`src/design/nl2_pkg.sv`:
```
// Package with shared types and constants of the minus-log2 Q16 pipeline.
`default_nettype none
package nl2_pkg;

  localparam int WidthA = 16;
  localparam int WidthR = 21;
  localparam int CoarseSteps = 4;
  localparam int FineSteps = 16;
  localparam int StepsPerStage = 4;
  localparam int FineStages = FineSteps / StepsPerStage;

  localparam int CoarseShift [CoarseSteps] = '{8, 4, 2, 1};

  localparam logic [WidthR-1:0] CoarseAdd [CoarseSteps] = '{
    21'h80000, 21'h40000, 21'h20000, 21'h10000
  };

  localparam logic [WidthR-1:0] FineAdd [FineSteps] = '{
    21'h095c0, 21'h0526a, 21'h02b80, 21'h01664,
    21'h00b5d, 21'h005ba, 21'h002e0, 21'h00171,
    21'h000b8, 21'h0005c, 21'h0002e, 21'h00017,
    21'h0000c, 21'h00006, 21'h00003, 21'h00001
  };

  typedef struct packed {
    logic [WidthA-1:0] a;
    logic [WidthR-1:0] r;
  } nl2_data_t;

endpackage
`default_nettype wire

```
`src/design/nl2_fine_stage.sv`:
```
// One registered pipeline stage that performs four fine normalization steps.
`default_nettype none
module nl2_fine_stage #(
  parameter int K_FIRST = 1
) (
  input  wire logic              clk,
  input  wire logic              rst_n,
  input  wire logic              in_valid,
  output logic                   in_ready,
  input  wire nl2_pkg::nl2_data_t in_data,
  output logic                   out_valid,
  input  wire logic              out_ready,
  output nl2_pkg::nl2_data_t     out_data
);

  logic               valid_r;
  nl2_pkg::nl2_data_t data_r;
  nl2_pkg::nl2_data_t data_nxt;

  always_comb begin
    logic [nl2_pkg::WidthA-1:0] a;
    logic [nl2_pkg::WidthR-1:0] r;
    logic [nl2_pkg::WidthA:0]   t;
    int                         k;
    a = in_data.a;
    r = in_data.r;
    for (int j = 0; j < nl2_pkg::StepsPerStage; j++) begin
      k = K_FIRST + j;
      t = {1'b0, a} + {1'b0, a >> k};
      if (!t[nl2_pkg::WidthA]) begin
        if (k < nl2_pkg::FineSteps) begin
          a = t[nl2_pkg::WidthA-1:0];
        end
        r = r + nl2_pkg::FineAdd[k-1];
      end
    end
    data_nxt.a = a;
    data_nxt.r = r;
  end

  assign in_ready  = !valid_r || out_ready;
  assign out_valid = valid_r;
  assign out_data  = data_r;

  always_ff @(posedge clk) begin
    if (!rst_n) begin
      valid_r <= 1'b0;
    end else if (in_ready) begin
      valid_r <= in_valid;
    end
  end

  always_ff @(posedge clk) begin
    if (in_ready && in_valid) begin
      data_r <= data_nxt;
    end
  end

endmodule
`default_nettype wire

```
`src/design/neg_log2_q16_unit.sv`:
```
// Top level: pipelined minus log2 of a 16-bit fraction, result in Q16.
// Throughput is one beat per cycle while out_tready is high; each of the five stages
// has its own valid bit and fills a bubble even while the output beat waits.
// Each fine step is one add-and-compare, with four steps per fine stage.
// Synchronous active-low reset clears all valid bits; data registers keep their value.
`default_nettype none
module neg_log2_q16_unit (
  input  wire logic        clk,
  input  wire logic        rst_n,
  input  wire logic        in_tvalid,
  output logic             in_tready,
  input  wire logic [15:0] in_tdata,   // [15:0] value
  output logic             out_tvalid,
  input  wire logic        out_tready,
  output logic [23:0]      out_tdata   // [20:0] neg_log, [23:21] zero
);

  localparam int NLinks = nl2_pkg::FineStages + 1;

  logic               link_valid [NLinks];
  logic               link_ready [NLinks];
  nl2_pkg::nl2_data_t link_data  [NLinks];

  logic               s0_valid_r;
  nl2_pkg::nl2_data_t s0_data_r;
  nl2_pkg::nl2_data_t s0_data_nxt;
  logic [nl2_pkg::WidthR-1:0] neg_log;

  always_comb begin
    logic [nl2_pkg::WidthA-1:0] a;
    logic [nl2_pkg::WidthR-1:0] r;
    a = in_tdata;
    r = '0;
    for (int i = 0; i < nl2_pkg::CoarseSteps; i++) begin
      if ((a >> (nl2_pkg::WidthA - nl2_pkg::CoarseShift[i])) == '0) begin
        a = a << nl2_pkg::CoarseShift[i];
        r = r + nl2_pkg::CoarseAdd[i];
      end
    end
    s0_data_nxt.a = a;
    s0_data_nxt.r = r;
  end

  assign in_tready = !s0_valid_r || link_ready[0];

  always_ff @(posedge clk) begin
    if (!rst_n) begin
      s0_valid_r <= 1'b0;
    end else if (in_tready) begin
      s0_valid_r <= in_tvalid;
    end
  end

  always_ff @(posedge clk) begin
    if (in_tready && in_tvalid) begin
      s0_data_r <= s0_data_nxt;
    end
  end

  assign link_valid[0] = s0_valid_r;
  assign link_data[0]  = s0_data_r;

  for (genvar g = 0; g < nl2_pkg::FineStages; g++) begin : g_fine
    nl2_fine_stage #(
      .K_FIRST(1 + g * nl2_pkg::StepsPerStage)
    ) u_stage (
      .clk      (clk),
      .rst_n    (rst_n),
      .in_valid (link_valid[g]),
      .in_ready (link_ready[g]),
      .in_data  (link_data[g]),
      .out_valid(link_valid[g+1]),
      .out_ready(link_ready[g+1]),
      .out_data (link_data[g+1])
    );
  end

  assign link_ready[NLinks-1] = out_tready;
  assign out_tvalid = link_valid[NLinks-1];
  assign neg_log = (link_data[NLinks-1].r == '0) ? nl2_pkg::WidthR'(1)
                                                 : link_data[NLinks-1].r;
  assign out_tdata = {3'b000, neg_log};

  a_normalized: assert property (@(posedge clk) disable iff (!rst_n)
    s0_valid_r |-> (s0_data_r.a[nl2_pkg::WidthA-1] || s0_data_r.a == '0))
    else $error("coarse stage left an unnormalized operand");

  a_nonzero: assert property (@(posedge clk) disable iff (!rst_n)
    out_tvalid |-> (out_tdata[20:0] != 21'd0 && out_tdata[23:21] == 3'b000))
    else $error("output beat carries zero or stray high bits");

  a_reset_clears: assert property (@(posedge clk)
    (rst_n && !$past(rst_n)) |-> (!out_tvalid && !s0_valid_r))
    else $error("valid bits not cleared by reset");

endmodule
`default_nettype wire

```
`config.mk`:
```
export PLATFORM = sky130hd
export DESIGN_NAME = neg_log2_q16_unit
export DESIGN_NICKNAME = d
export VERILOG_FILES = /design/src/design/nl2_pkg.sv /design/src/design/nl2_fine_stage.sv /design/src/design/neg_log2_q16_unit.sv
export SDC_FILE = /design/constraint.sdc
export NUM_CORES = 1
export LEC_CHECK = 0
export ABC_AREA = 1
export BUFFER_PORTS_ARGS = -buffer_cell sky130_fd_sc_hd__clkbuf_2
export CAP_MARGIN = 20
export CORE_MARGIN = 2
export CORE_UTILIZATION = 28
export DETAILED_ROUTE_END_ITERATION = 12
export GPL_TIMING_DRIVEN = 0
export PLACE_DENSITY_LB_ADDON = 0.12
export REMOVE_ABC_BUFFERS = 1
export SETUP_SLACK_MARGIN = 0.3
export SLEW_MARGIN = 10
export SYNTH_ARGS = -nofsm -noshare
export SYNTH_HDL_FRONTEND = slang
export SYNTH_HIERARCHICAL = 1
export SYNTH_SLANG_ARGS = --single-unit
```
`constraint.sdc`:
```
create_clock -name clk -period 8.9 [get_ports clk]
set_input_delay 1.335 -clock clk [delete_from_list [all_inputs] [get_ports clk]]
set_output_delay 1.335 -clock clk [all_outputs]
set_load 0.1 [all_outputs]
```
==> Word level (Yosys, flattened, before mapping) <==
Index checks and enable logic that the tools add are counted.
{ "word_totals": {"reg_bits": 174, "elab_cells": 107} }
{ "op_classes": {"reduce_logical": 20, "addsub": 34, "n_mux": 38} }
{ "ops": {"columns": ["op", "count"], "rows": [
  ["21-bit 2-to-1 mux", 19],
  ["16-bit 2-to-1 mux", 18],
  ["16-bit logical NOT", 4],
  ["20-bit by 19-bit adder with 21-bit output (second input constant)", 1],
  ["21-bit by 1-bit adder with 21-bit output (second input constant)", 1],
  ["21-bit by 10-bit adder with 21-bit output (second input constant)", 1],
  ["21-bit by 11-bit adder with 21-bit output (second input constant)", 1],
  ["21-bit by 12-bit adder with 21-bit output (second input constant)", 1],
  ["21-bit by 13-bit adder with 21-bit output (second input constant)", 1],
  ["21-bit by 14-bit adder with 21-bit output (second input constant)", 1],
  ["21-bit by 15-bit adder with 21-bit output (second input constant)", 1],
  ["21-bit by 16-bit adder with 21-bit output (second input constant)", 1],
  ["21-bit by 17-bit adder with 21-bit output (second input constant)", 1],
  ["21-bit by 18-bit adder with 21-bit output (second input constant)", 1],
  ["21-bit by 2-bit adder with 21-bit output (second input constant)", 1],
  ["21-bit by 3-bit adder with 21-bit output (second input constant)", 1],
  ["21-bit by 4-bit adder with 21-bit output (second input constant)", 1],
  ["21-bit by 5-bit adder with 21-bit output (second input constant)", 1],
  ["21-bit by 6-bit adder with 21-bit output (second input constant)", 1],
  ["21-bit by 7-bit adder with 21-bit output (second input constant)", 1],
  ["21-bit by 8-bit adder with 21-bit output (second input constant)", 1],
  ["21-bit by 9-bit adder with 21-bit output (second input constant)", 1],
  ["21-bit logical NOT", 1],
  ["20-bit 2-to-1 mux", 1],
  ["other kinds (18)", 30]
]} }

==> Depth between registers and ports, before layout <==
Gate-level depths: netlist of run 1.
{ "depth": {"word_depth": 8, "mapped_depth": 59, "mapped_depth_nobuf": 51} }

==> Hierarchy <==
The synthesis of run 1 kept the hierarchy.
{ "by_module_without_submodules": {"columns": ["mod", "area_each_um2", "seq_area_each_um2", "n_inst", "cells_each"], "rows": [
  ["nl2_fine_stage at g_fine[1].u_stage", 8225.4, 1131.1, 1, 1459],
  ["nl2_fine_stage at g_fine[2].u_stage", 7947.6, 1131.1, 1, 1448],
  ["nl2_fine_stage at g_fine[0].u_stage", 7478.4, 1131.1, 1, 1271],
  ["nl2_fine_stage at g_fine[3].u_stage", 5873.1, 1131.1, 1, 999],
  ["neg_log2_q16_unit", 1860.5, 620.6, 1, 271]
]} }

==> Worst setup path before layout of run 1 <==
OpenSTA, ideal clock, no wires.
{ "synth_path": {"kind": "flip-flop to flip-flop", "start": "register s0_data_r (netlist bit link_data[170])", "end": "register g_fine[0].u_stage.data_r (netlist bit g_fine[0].u_stage/out_data[34]) (data pin)", "path_stages_with_launch": 54, "arrival_ns": 7.327, "path_slack_ns": 1.313, "cell_sequence": "edfxtp_1 ha_1 fa_1 nand2_1 nand2_1 nand3_1 nand2_2 nand2_2 nand2_4 buf_6 clkbuf_1 clkbuf_1 o31ai_1 ha_1 fa_1 nand3_1 and2_1 inv_1 [... 18 more ...] nand2_2 nand2_2 buf_6 buf_6 nand2_1 nand2_1 nand2_1 inv_1 ha_1 inv_1 nand2_2 nand2_1 nand2_1 nand2_1 nand2_2 a21oi_4 buf_6 nand3_1"} }
{ "synth_rtl": {"columns": ["item", "line_no", "text"], "rows": [
  ["start, declared", "neg_log2_q16_unit.sv:25", "nl2_pkg::nl2_data_t s0_data_r;"],
  ["start signal, assigned", "neg_log2_q16_unit.sv:56", "s0_data_r <= s0_data_nxt;"],
  ["end signal, assigned", "nl2_fine_stage.sv:55", "data_r <= data_nxt;"],
  ["end, declared", "nl2_fine_stage.sv:17", "nl2_pkg::nl2_data_t data_r;"]
]} }

==> out/results.ini, run 1 <==
[outcome]
outcome=finished clean

[place]
place.gp.congestion=0.849
dp_cells=6747
hpwl_mm=75.9
numPortBuffers=42
place_area_um2=32000

[route]
wl_per_cell_um=13.8
firstDrtPassIters=6
vias_per_cell=4.67
drt-initial-drc-count=1693
drt.antenna.violating_nets=0
vias=31800
wl_mm=94.0
drc=0

[cells_and_area]
layout-drive-gt1-share_pct=9.73
finalNonFillerCells=6811
post-route-cell-area_um2=33100
antenna_cells=0
area_growth_pct=8.23
final_util_pct=30.5
fill_cells=12400
final_net_count=5525

[global_routing]
grt_pass1_wl_mm=154
grt_antenna_before_repair=0
grt_pass1_vias=29500
met3_usage_pct=1.72
grt_max_degree=48
grtUsageMet1_pct=22.4
grt-ovfl-total=0
busiest_layer=met2
gr-usage-met2_pct=29.0
grt_use_total_pct=16.7

[clocking]
numCtsBuffers=17
clkSinkCount=157
clock_latency_ps=510
root_buffer=clkbuf_16
htree_levels=4
cts_tree=yes
ctsHoldBuffers=0
clockBufferDepth=2
clkTransAtPathRegs_ps=80

[timing]
fin_worst_skew_ps=18.7
max_freq_ghz=0.126
tightest_slew_ps=795
fin_crit_sh_pct=89.0
setup_violations=0
slew_violations=0
hold_viol=0
rsz0062_at_grt=false
min_period_ps=7920
setup-tns-final_ps=0
relSlewSlack_pct=46.4

[job]
drv_cap=0

[setup_path]
cp_num_buf_inv=7
rr_worst_depth=49
r2r-start=link_data[170]
worstSetupPathType=reg2reg
cp_top_family=simple AND/OR/NAND/NOR gates
worst-path-stages=49
crit_arrival_ps=8150
cpPeakStageDelay_ps=470
critPathLaunchType=register
cp-end-kind=register
critPathSlowestCell=edfxtp_1
cp_max_fo=30
setup.worst_path.start=link_data[170]
critPathMostFrequentCell=nand2_1
cp.required_ps=9130

[synth]
yosys_warnings=6
synthesis.area_um2=30600
synth_area_per_cell_um2=5.69
netlist_instances=5375

[worst_hold_path]
hold_depth=2
hold_path_class=reg2reg
min_from=s0_valid_r

[floorplanning]
num_io_pins=46
die-height_um=335
core_um2=109000
rows=121
start_util_pct=28.2
dieArea_um2=112000
fp.dieW_um=335

worst reg2reg max path: cells and delay by family, from the launching register on:
kind            cells  cell delay, ps
compound gates      6             830
fa+ha+maj           6            1890
simple gates       30            3650
buf+inv             7             790
flops               1             470
through the flow:
stage / setup WS, ps / hold WS (ps)
2_1_floorplan: 1260 / 471
3_3_place_gp: -2360 / 489
3_5_place_dp: -1090 / 534
4_1_cts: 308 / 548
5_1_grt: 308 / 586
6_report: 980 / 547
what timing repair did:
item	CTS	global route
gates cloned	5	3
pin swaps	4	9
endpoints found under the setup margin	108	108
setup buffers	11	13
gates resized for setup	33	27
hold endpoints to repair	0	0
state kept, by name, indices dropped and copies added, names as in the netlist:
name                      flops
s0_valid_r                    1
link_data                    20
g_fine.u_stage/out_valid      4
g_fine.u_stage/out_data     132
metal layers:
| layer | share of wire [%] | wire length (um) |
|---|---|---|
| met1 | 49 | 46300 |
| met2 | 48 | 44700 |
| met3 | 2.1 | 2000 |
| met4 | 1.1 | 1060 |
| met5 | 0 | 0 |
cell usage in the layout (no fill, tap or decap), types with 7 or more instances in the layout:
master	count
nand2_1	2068
inv_1	660
nand3_1	562
nor2_1	478
xor2_1	171
edfxtp_1	152
o21ai_0	124
nand2_2	119
nand4_1	118
ha_1	111
a21oi_1	102
nor3_1	53
o21ai_1	47
nand3b_1	47
xnor2_1	47
nor2_2	43
clkbuf_2	42
conb_1	39
inv_2	38
nand3_2	36
o21ai_2	31
nand2_4	29
nor2_4	24
buf_4	20
clkbuf_16	18
nand2_8	16
a21oi_2	14
o21bai_1	14
and2_1	10
nand3_4	9
a21oi_4	9
or2_2	9
a31oi_1	9
o21a_1	9
fa_1	9
nor4_1	7
inv_6	7
a21o_1	7
buf_12	7
nor2_8	7
area by class of cell:
| type | instances | area [um^2] | area share [%] |
|---|---|---|---|
| tap | 1414 | 1770 | 5.34 |
| sequential | 157 | 4660 | 14.1 |
| clock inverter | 13 | 134 | 0.404 |
| clock buffer | 19 | 454 | 1.37 |
| timing repair buffer | 75 | 599 | 1.81 |
| multi-input combinational | 4422 | 22800 | 68.8 |
| inverter | 711 | 2710 | 8.19 |
final timing paths:
path                                    end  slack [ps]
min reg2reg                      s0_valid_r         550
max reg2reg  g_fine[0].u_stage/out_data[27]         980
min                              s0_valid_r         550
max          g_fine[0].u_stage/out_data[27]         980
Power of run 1 is left out: the tool's default activity adds up to more than one toggle a clock period on the data nets, which glitch-free logic cannot reach.
==> run 2: changes to the inputs <==
--- a/config.mk
+++ b/config.mk
@@ -6,9 +6,9 @@
 export NUM_CORES = 1
 export LEC_CHECK = 0
 export ABC_AREA = 1
-export BUFFER_PORTS_ARGS = -buffer_cell sky130_fd_sc_hd__clkbuf_2
+export BUFFER_PORTS_ARGS = -buffer_cell sky130_fd_sc_hd__buf_2
 export CAP_MARGIN = 20
-export CORE_MARGIN = 2
+export CORE_MARGIN = 8
 export CORE_UTILIZATION = 28
 export DETAILED_ROUTE_END_ITERATION = 12
 export GPL_TIMING_DRIVEN = 0
==> run 2 against run 1 <==
Design area grew 0.20%. Worst setup slack about the same. Register-to-register slack about the same. Flip-flop and latch count unchanged. Via count down 0.13%. Critical endpoint is now g_fine[0].u_stage/out_data[19]. Non-clock buffer count grew 2. Routed wire length grew 0.95%.
==> out/results.ini, run 2 (synthesis gave the netlist of run 1 again) <==
[outcome]
outcome=finished clean

[timing]
min_period_ps=7920  ; +0.466 ps
hold_viol=0  ; unchanged
fin_worst_skew_ps=18.4  ; -0.263 ps
setup_violations=0  ; unchanged
slew_violations=0  ; unchanged
rsz0062_at_grt=false
tightest_slew_ps=877  ; +82.4 ps
fin_crit_sh_pct=89.0  ; about the same
max_freq_ghz=0.126  ; about the same
relSlewSlack_pct=40.9  ; -5.6 points
holdWs_ps=533  ; -14.2 ps

[clocking]
clkTransAtPathRegs_ps=80  ; about the same
clkSinkCount=157  ; unchanged
htree_levels=4  ; unchanged
root_buffer=clkbuf_16
numCtsBuffers=17  ; unchanged
clock_latency_ps=500  ; about the same
cts_tree=yes
ctsHoldBuffers=0  ; unchanged
clockBufferDepth=2  ; unchanged

[setup_path]
rr_worst_depth=48  ; -2.0%
critPathSlowestCell=edfxtp_1
reg2reg_setup_slack_ps=980  ; about the same
critPathMostFrequentCell=nand2_1
critPathLaunchType=register
cpPeakStageDelay_ps=470  ; about the same
setup.worst_path.start=link_data[170]
worstSetupPathType=reg2reg
crit_arrival_ps=8140  ; about the same
crit_end=g_fine[0].u_stage/out_data[19]
cp.required_ps=9120  ; about the same
timing.rr.end=g_fine[0].u_stage/out_data[19]
cp-end-kind=register
r2r-start=link_data[170]
cp_max_fo=30  ; unchanged

[cells_and_area]
seqCellArea_um2=4660  ; unchanged
multi_input_area_um2=22800  ; +0.11%
most-common-layout-cells=2,067 x nand2_1, 661 x inv_1, 562 x nand3_1
mostFrequentLayoutCell=nand2_1
largest_reg_flops=132  ; unchanged
fill_cells=12400  ; +0.0081%
final_net_count=5530  ; +0.090%
antenna_cells=0  ; unchanged
area_growth_pct=8.44
finalNonFillerCells=6816  ; +0.073%
layout-drive-gt1-share_pct=9.79  ; +0.065 points
final_util_pct=30.5  ; +0.061 points

[job]
drv_cap=0  ; unchanged

[route]
firstDrtPassIters=7  ; +1
vias=31800  ; -0.13%
vias_per_cell=4.66  ; -0.20%
drc=0  ; unchanged
drt-initial-drc-count=1732  ; +2.3%
wl_per_cell_um=13.9  ; +0.88%
wl_mm=94.9  ; +0.95%
drt.antenna.violating_nets=0  ; unchanged

[global_routing]
grt_pass1_wl_mm=155  ; +0.27%
grt_use_total_pct=15.3  ; -1.4 points
grt_pass1_vias=29500  ; -0.075%
grt-ovfl-total=0  ; unchanged
grt_max_degree=48  ; unchanged
grt_antenna_before_repair=0  ; unchanged

[floorplanning]
dieArea_um2=120000  ; +7.3%
num_io_pins=46  ; unchanged
core_um2=109000  ; unchanged
rows=121  ; unchanged
start_util_pct=28.2  ; unchanged
fp.dieW_um=347  ; +3.6%
die-height_um=347  ; +3.6%

[worst_hold_path]
hold_depth=2  ; unchanged
hold_path_class=reg2reg
min_from=g_fine[3].u_stage/out_valid

[place]
place.gp.congestion=0.838  ; -1.3%
hpwl_mm=76.0  ; +0.21%
numPortBuffers=42  ; unchanged
dp_cells=6748  ; +0.015%

-- run 2: cell types whose count changed in the layout (fill, tap and decap cells not counted), sizes merged --
cell      delta
nand2        +2
clkinv       +8
clkbuf      -44
inv          -4
clkinvlp     -2
buf         +44
nor2         +1
-- run 2: layout make-up --
| cell class | instances | area share [%] |
|---|---|---|
| multi-input combinational | 4425 | 68.7 |
| tap | 1414 | 5.33 |
| clock buffer | 17 | 1.28 |
| timing repair buffer | 77 | 1.85 |
| inverter | 711 | 8.16 |
| sequential | 157 | 14.1 |
| clock inverter | 15 | 0.573 |
-- run 2: worst max-delay path, delay by kind of cell, from the launching register on --
| kind | cells | cell delay, ps |
|---|---|---|
| simple gates | 28 | 3230 |
| buf+inv | 8 | 950 |
| compound gates | 6 | 1020 |
| flops | 1 | 470 |
| fa+ha+maj | 6 | 1870 |
-- run 2: metal layers --
layer  global-route usage, %  share of wire [%]
met1                    20.6                 49
met2                    26.6                 48
met3                    1.46                2.0
met4                    2.77                1.2
met5                       0                  0
-- run 2: worst min path at each step --
stage                                              to
after floorplan           g_fine[0].u_stage/out_valid
after global placement    g_fine[2].u_stage/out_valid
after detailed placement  g_fine[3].u_stage/out_valid
after CTS                 g_fine[3].u_stage/out_valid
after global routing      g_fine[3].u_stage/out_valid
final                     g_fine[3].u_stage/out_valid
-- run 2: what timing repair did --
item / in CTS / in global routing
cloned: 5 / 6
resized for setup: 33 / 28
pin swaps: 5 / 10
buffers inserted: 14 / 11
endpoints found under the setup margin: 108 / 108
-- run 2: stage by stage --
step | cell area (um^2) | TNS [ps] | setup slack [ps]
after floorplan | 29800 | 0 | 1260
after global placement | 31700 | -133700 | -2410
after detailed placement | 32000 | -63630 | -1060
after CTS | 32900 | 0 | 335
after global routing | 33200 | 0 | 323
final | 33200 | 0 | 979
Power of run 2 is left out for the same reason.
==> run 3: changes to the inputs <==
--- a/config.mk
+++ b/config.mk
@@ -6,7 +6,7 @@
 export NUM_CORES = 1
 export LEC_CHECK = 0
 export ABC_AREA = 1
-export BUFFER_PORTS_ARGS = -buffer_cell sky130_fd_sc_hd__buf_2
+export BUFFER_PORTS_ARGS = -buffer_cell sky130_fd_sc_hd__clkbuf_2
 export CAP_MARGIN = 20
 export CORE_MARGIN = 8
 export CORE_UTILIZATION = 28
==> run 3 against run 2 <==
Core utilization is essentially flat. Via count is 0.59% lower. Design area shrank 0.14%. Register-to-register slack got worse by 110 ps. Worst setup slack lost 110 ps. Sequential share of layout area about the same. Fmax is 1.4% lower. Clock skew increased by 1.5 ps. Critical endpoint is now g_fine[1].u_stage/out_data[27]. Largest cell class unchanged.
==> out/results.ini, run 3 (synthesis gave the netlist of run 1 again) <==
[setup_path]
rr_worst_depth=36  ; -25%
critPathSlowestCell=edfxtp_1
crit_end=g_fine[1].u_stage/out_data[27]
crit_arrival_ps=8260  ; +120 ps
worstSetupPathType=reg2reg
cp_max_fo=47  ; +57%
critPathMostFrequentCell=nand2_1
setup.worst_path.start=g_fine[0].u_stage/out_data[26]
critPathLaunchType=register
cp.required_ps=9130  ; about the same
cp_num_buf_inv=3  ; -5
cp-end-kind=register
cp_top_family=simple AND/OR/NAND/NOR gates
r2r-start=g_fine[0].u_stage/out_data[26]
reg2reg_setup_slack_ps=870  ; -110 ps
worst-path-stages=36  ; -25%
cpPeakStageDelay_ps=490  ; +20 ps
timing.rr.end=g_fine[1].u_stage/out_data[27]

[route]
wl_met2_mm=45.6  ; +0.98%
wl_mm=94.8  ; -0.11%
vias_per_cell=4.63  ; -0.56%
drt-initial-drc-count=1668  ; -3.7%
wl_per_cell_um=13.9  ; about the same
wl_met3_mm=1.69  ; -13%
drt.antenna.violating_nets=0  ; unchanged
top_layer_used=met4
vias=31600  ; -0.59%
wl_met1_mm=46.4  ; -0.31%
drc=0  ; unchanged
firstDrtPassIters=6  ; -1

[timing]
relSlewSlack_pct=43.8  ; +2.9 points
min_period_ps=8030  ; +111 ps
slew_violations=0  ; unchanged
rsz0062_at_grt=false
fin_worst_skew_ps=19.9  ; +1.47 ps
hold_viol=0  ; unchanged
setup_violations=0  ; unchanged
tightest_slew_ps=834  ; -43.1 ps
fin_crit_sh_pct=90.2  ; +1.3 points
max_freq_ghz=0.125  ; -1.4%

[floorplanning]
rows=121  ; unchanged
die-height_um=347  ; unchanged
core_um2=109000  ; unchanged
num_io_pins=46  ; unchanged
fp.dieW_um=347  ; unchanged
start_util_pct=28.2  ; unchanged
dieArea_um2=120000  ; unchanged

[cells_and_area]
final_util_pct=30.5  ; -0.044 points
antenna_cells=0  ; unchanged
layout-drive-gt1-share_pct=9.78  ; -0.015 points
mostFrequentLayoutCell=nand2_1
final_net_count=5528  ; -0.036%
area_growth_pct=8.29
largest_reg_flops=132  ; unchanged
fill_cells=12400  ; -0.040%
most-common-layout-cells=2,068 x nand2_1, 660 x inv_1, 562 x nand3_1

[clocking]
clock_latency_ps=500  ; about the same
root_buffer=clkbuf_16
numCtsBuffers=17  ; unchanged
clkSinkCount=157  ; unchanged
htree_levels=4  ; unchanged
clockBufferDepth=2  ; unchanged
clkTransAtPathRegs_ps=80  ; about the same
cts_tree=yes

[global_routing]
grt_use_total_pct=15.3  ; +0.045 points
grt-ovfl-total=0  ; unchanged
grt_max_degree=48  ; unchanged
grt_pass1_vias=29300  ; -0.57%
grt_antenna_before_repair=0  ; unchanged
grt_pass1_wl_mm=154  ; -0.12%

[worst_hold_path]
hold_path_class=reg2reg

[job]
drv_cap=0  ; unchanged

[outcome]
outcome=finished clean

[place]
place.gp.congestion=0.839  ; +0.11%
hpwl_mm=76.3  ; +0.38%
numPortBuffers=42  ; unchanged

run 3: metal layers:
metal  vias up  global-route usage [%]
met5         -                       0
met3        54                    1.43
met1     14100                    20.3
met4         0                    2.69
met2       281                    27.2
li1      17100                       -
run 3: worst min path at each step:
stage | cells past startpoint | slack [ps] | endpoint | startpoint
finish | 2 | 530 | g_fine[3].u_stage/out_valid | g_fine[3].u_stage/out_valid
floorplan | 2 | 470 | g_fine[0].u_stage/out_valid | s0_valid_r
global route | 2 | 560 | g_fine[3].u_stage/out_valid | g_fine[3].u_stage/out_valid
detailed placement | 2 | 530 | g_fine[3].u_stage/out_valid | g_fine[3].u_stage/out_valid
CTS | 2 | 540 | g_fine[3].u_stage/out_valid | g_fine[3].u_stage/out_valid
global placement | 2 | 490 | g_fine[2].u_stage/out_valid | g_fine[1].u_stage/out_valid
run 3: final cells by class:
type | instances | area, um^2 | area share, %
Sequential cell | 157 | 4660 | 14.1
Clock inverter | 13 | 133 | 0.400
Timing Repair Buffer | 77 | 611 | 1.84
Clock buffer | 19 | 454 | 1.37
Tap cell | 1414 | 1770 | 5.34
Multi-Input combinational cell | 4423 | 22800 | 68.8
Inverter | 711 | 2710 | 8.18
run 3: what timing repair did:
action	CTS	global route
gates cloned	5	4
resized for setup	33	28
setup buffers	11	15
pin swaps	5	7
setup endpoints to repair	108	108
hold buffers	0	0
run 3: tightest hold or removal path, cell delays in order (launching register included):
cell and delay, ps:
dfxtp_1 330, nand2_1 80, a21boi_0 70
run 3: through the flow:
step	instance area, um^2	hold slack, ps	setup TNS, ps	worst slack (ps)	instances
after floorplan	29800	471	0	1260	5282
after global placement	31700	491	-131760	-2290	6738
after detailed placement	32000	530	-61240	-1180	6747
after CTS	32800	542	0	329	6795
after global routing	33100	564	0	300	6814
final	33100	532	0	868	6814
Power of run 3 is left out for the same reason.
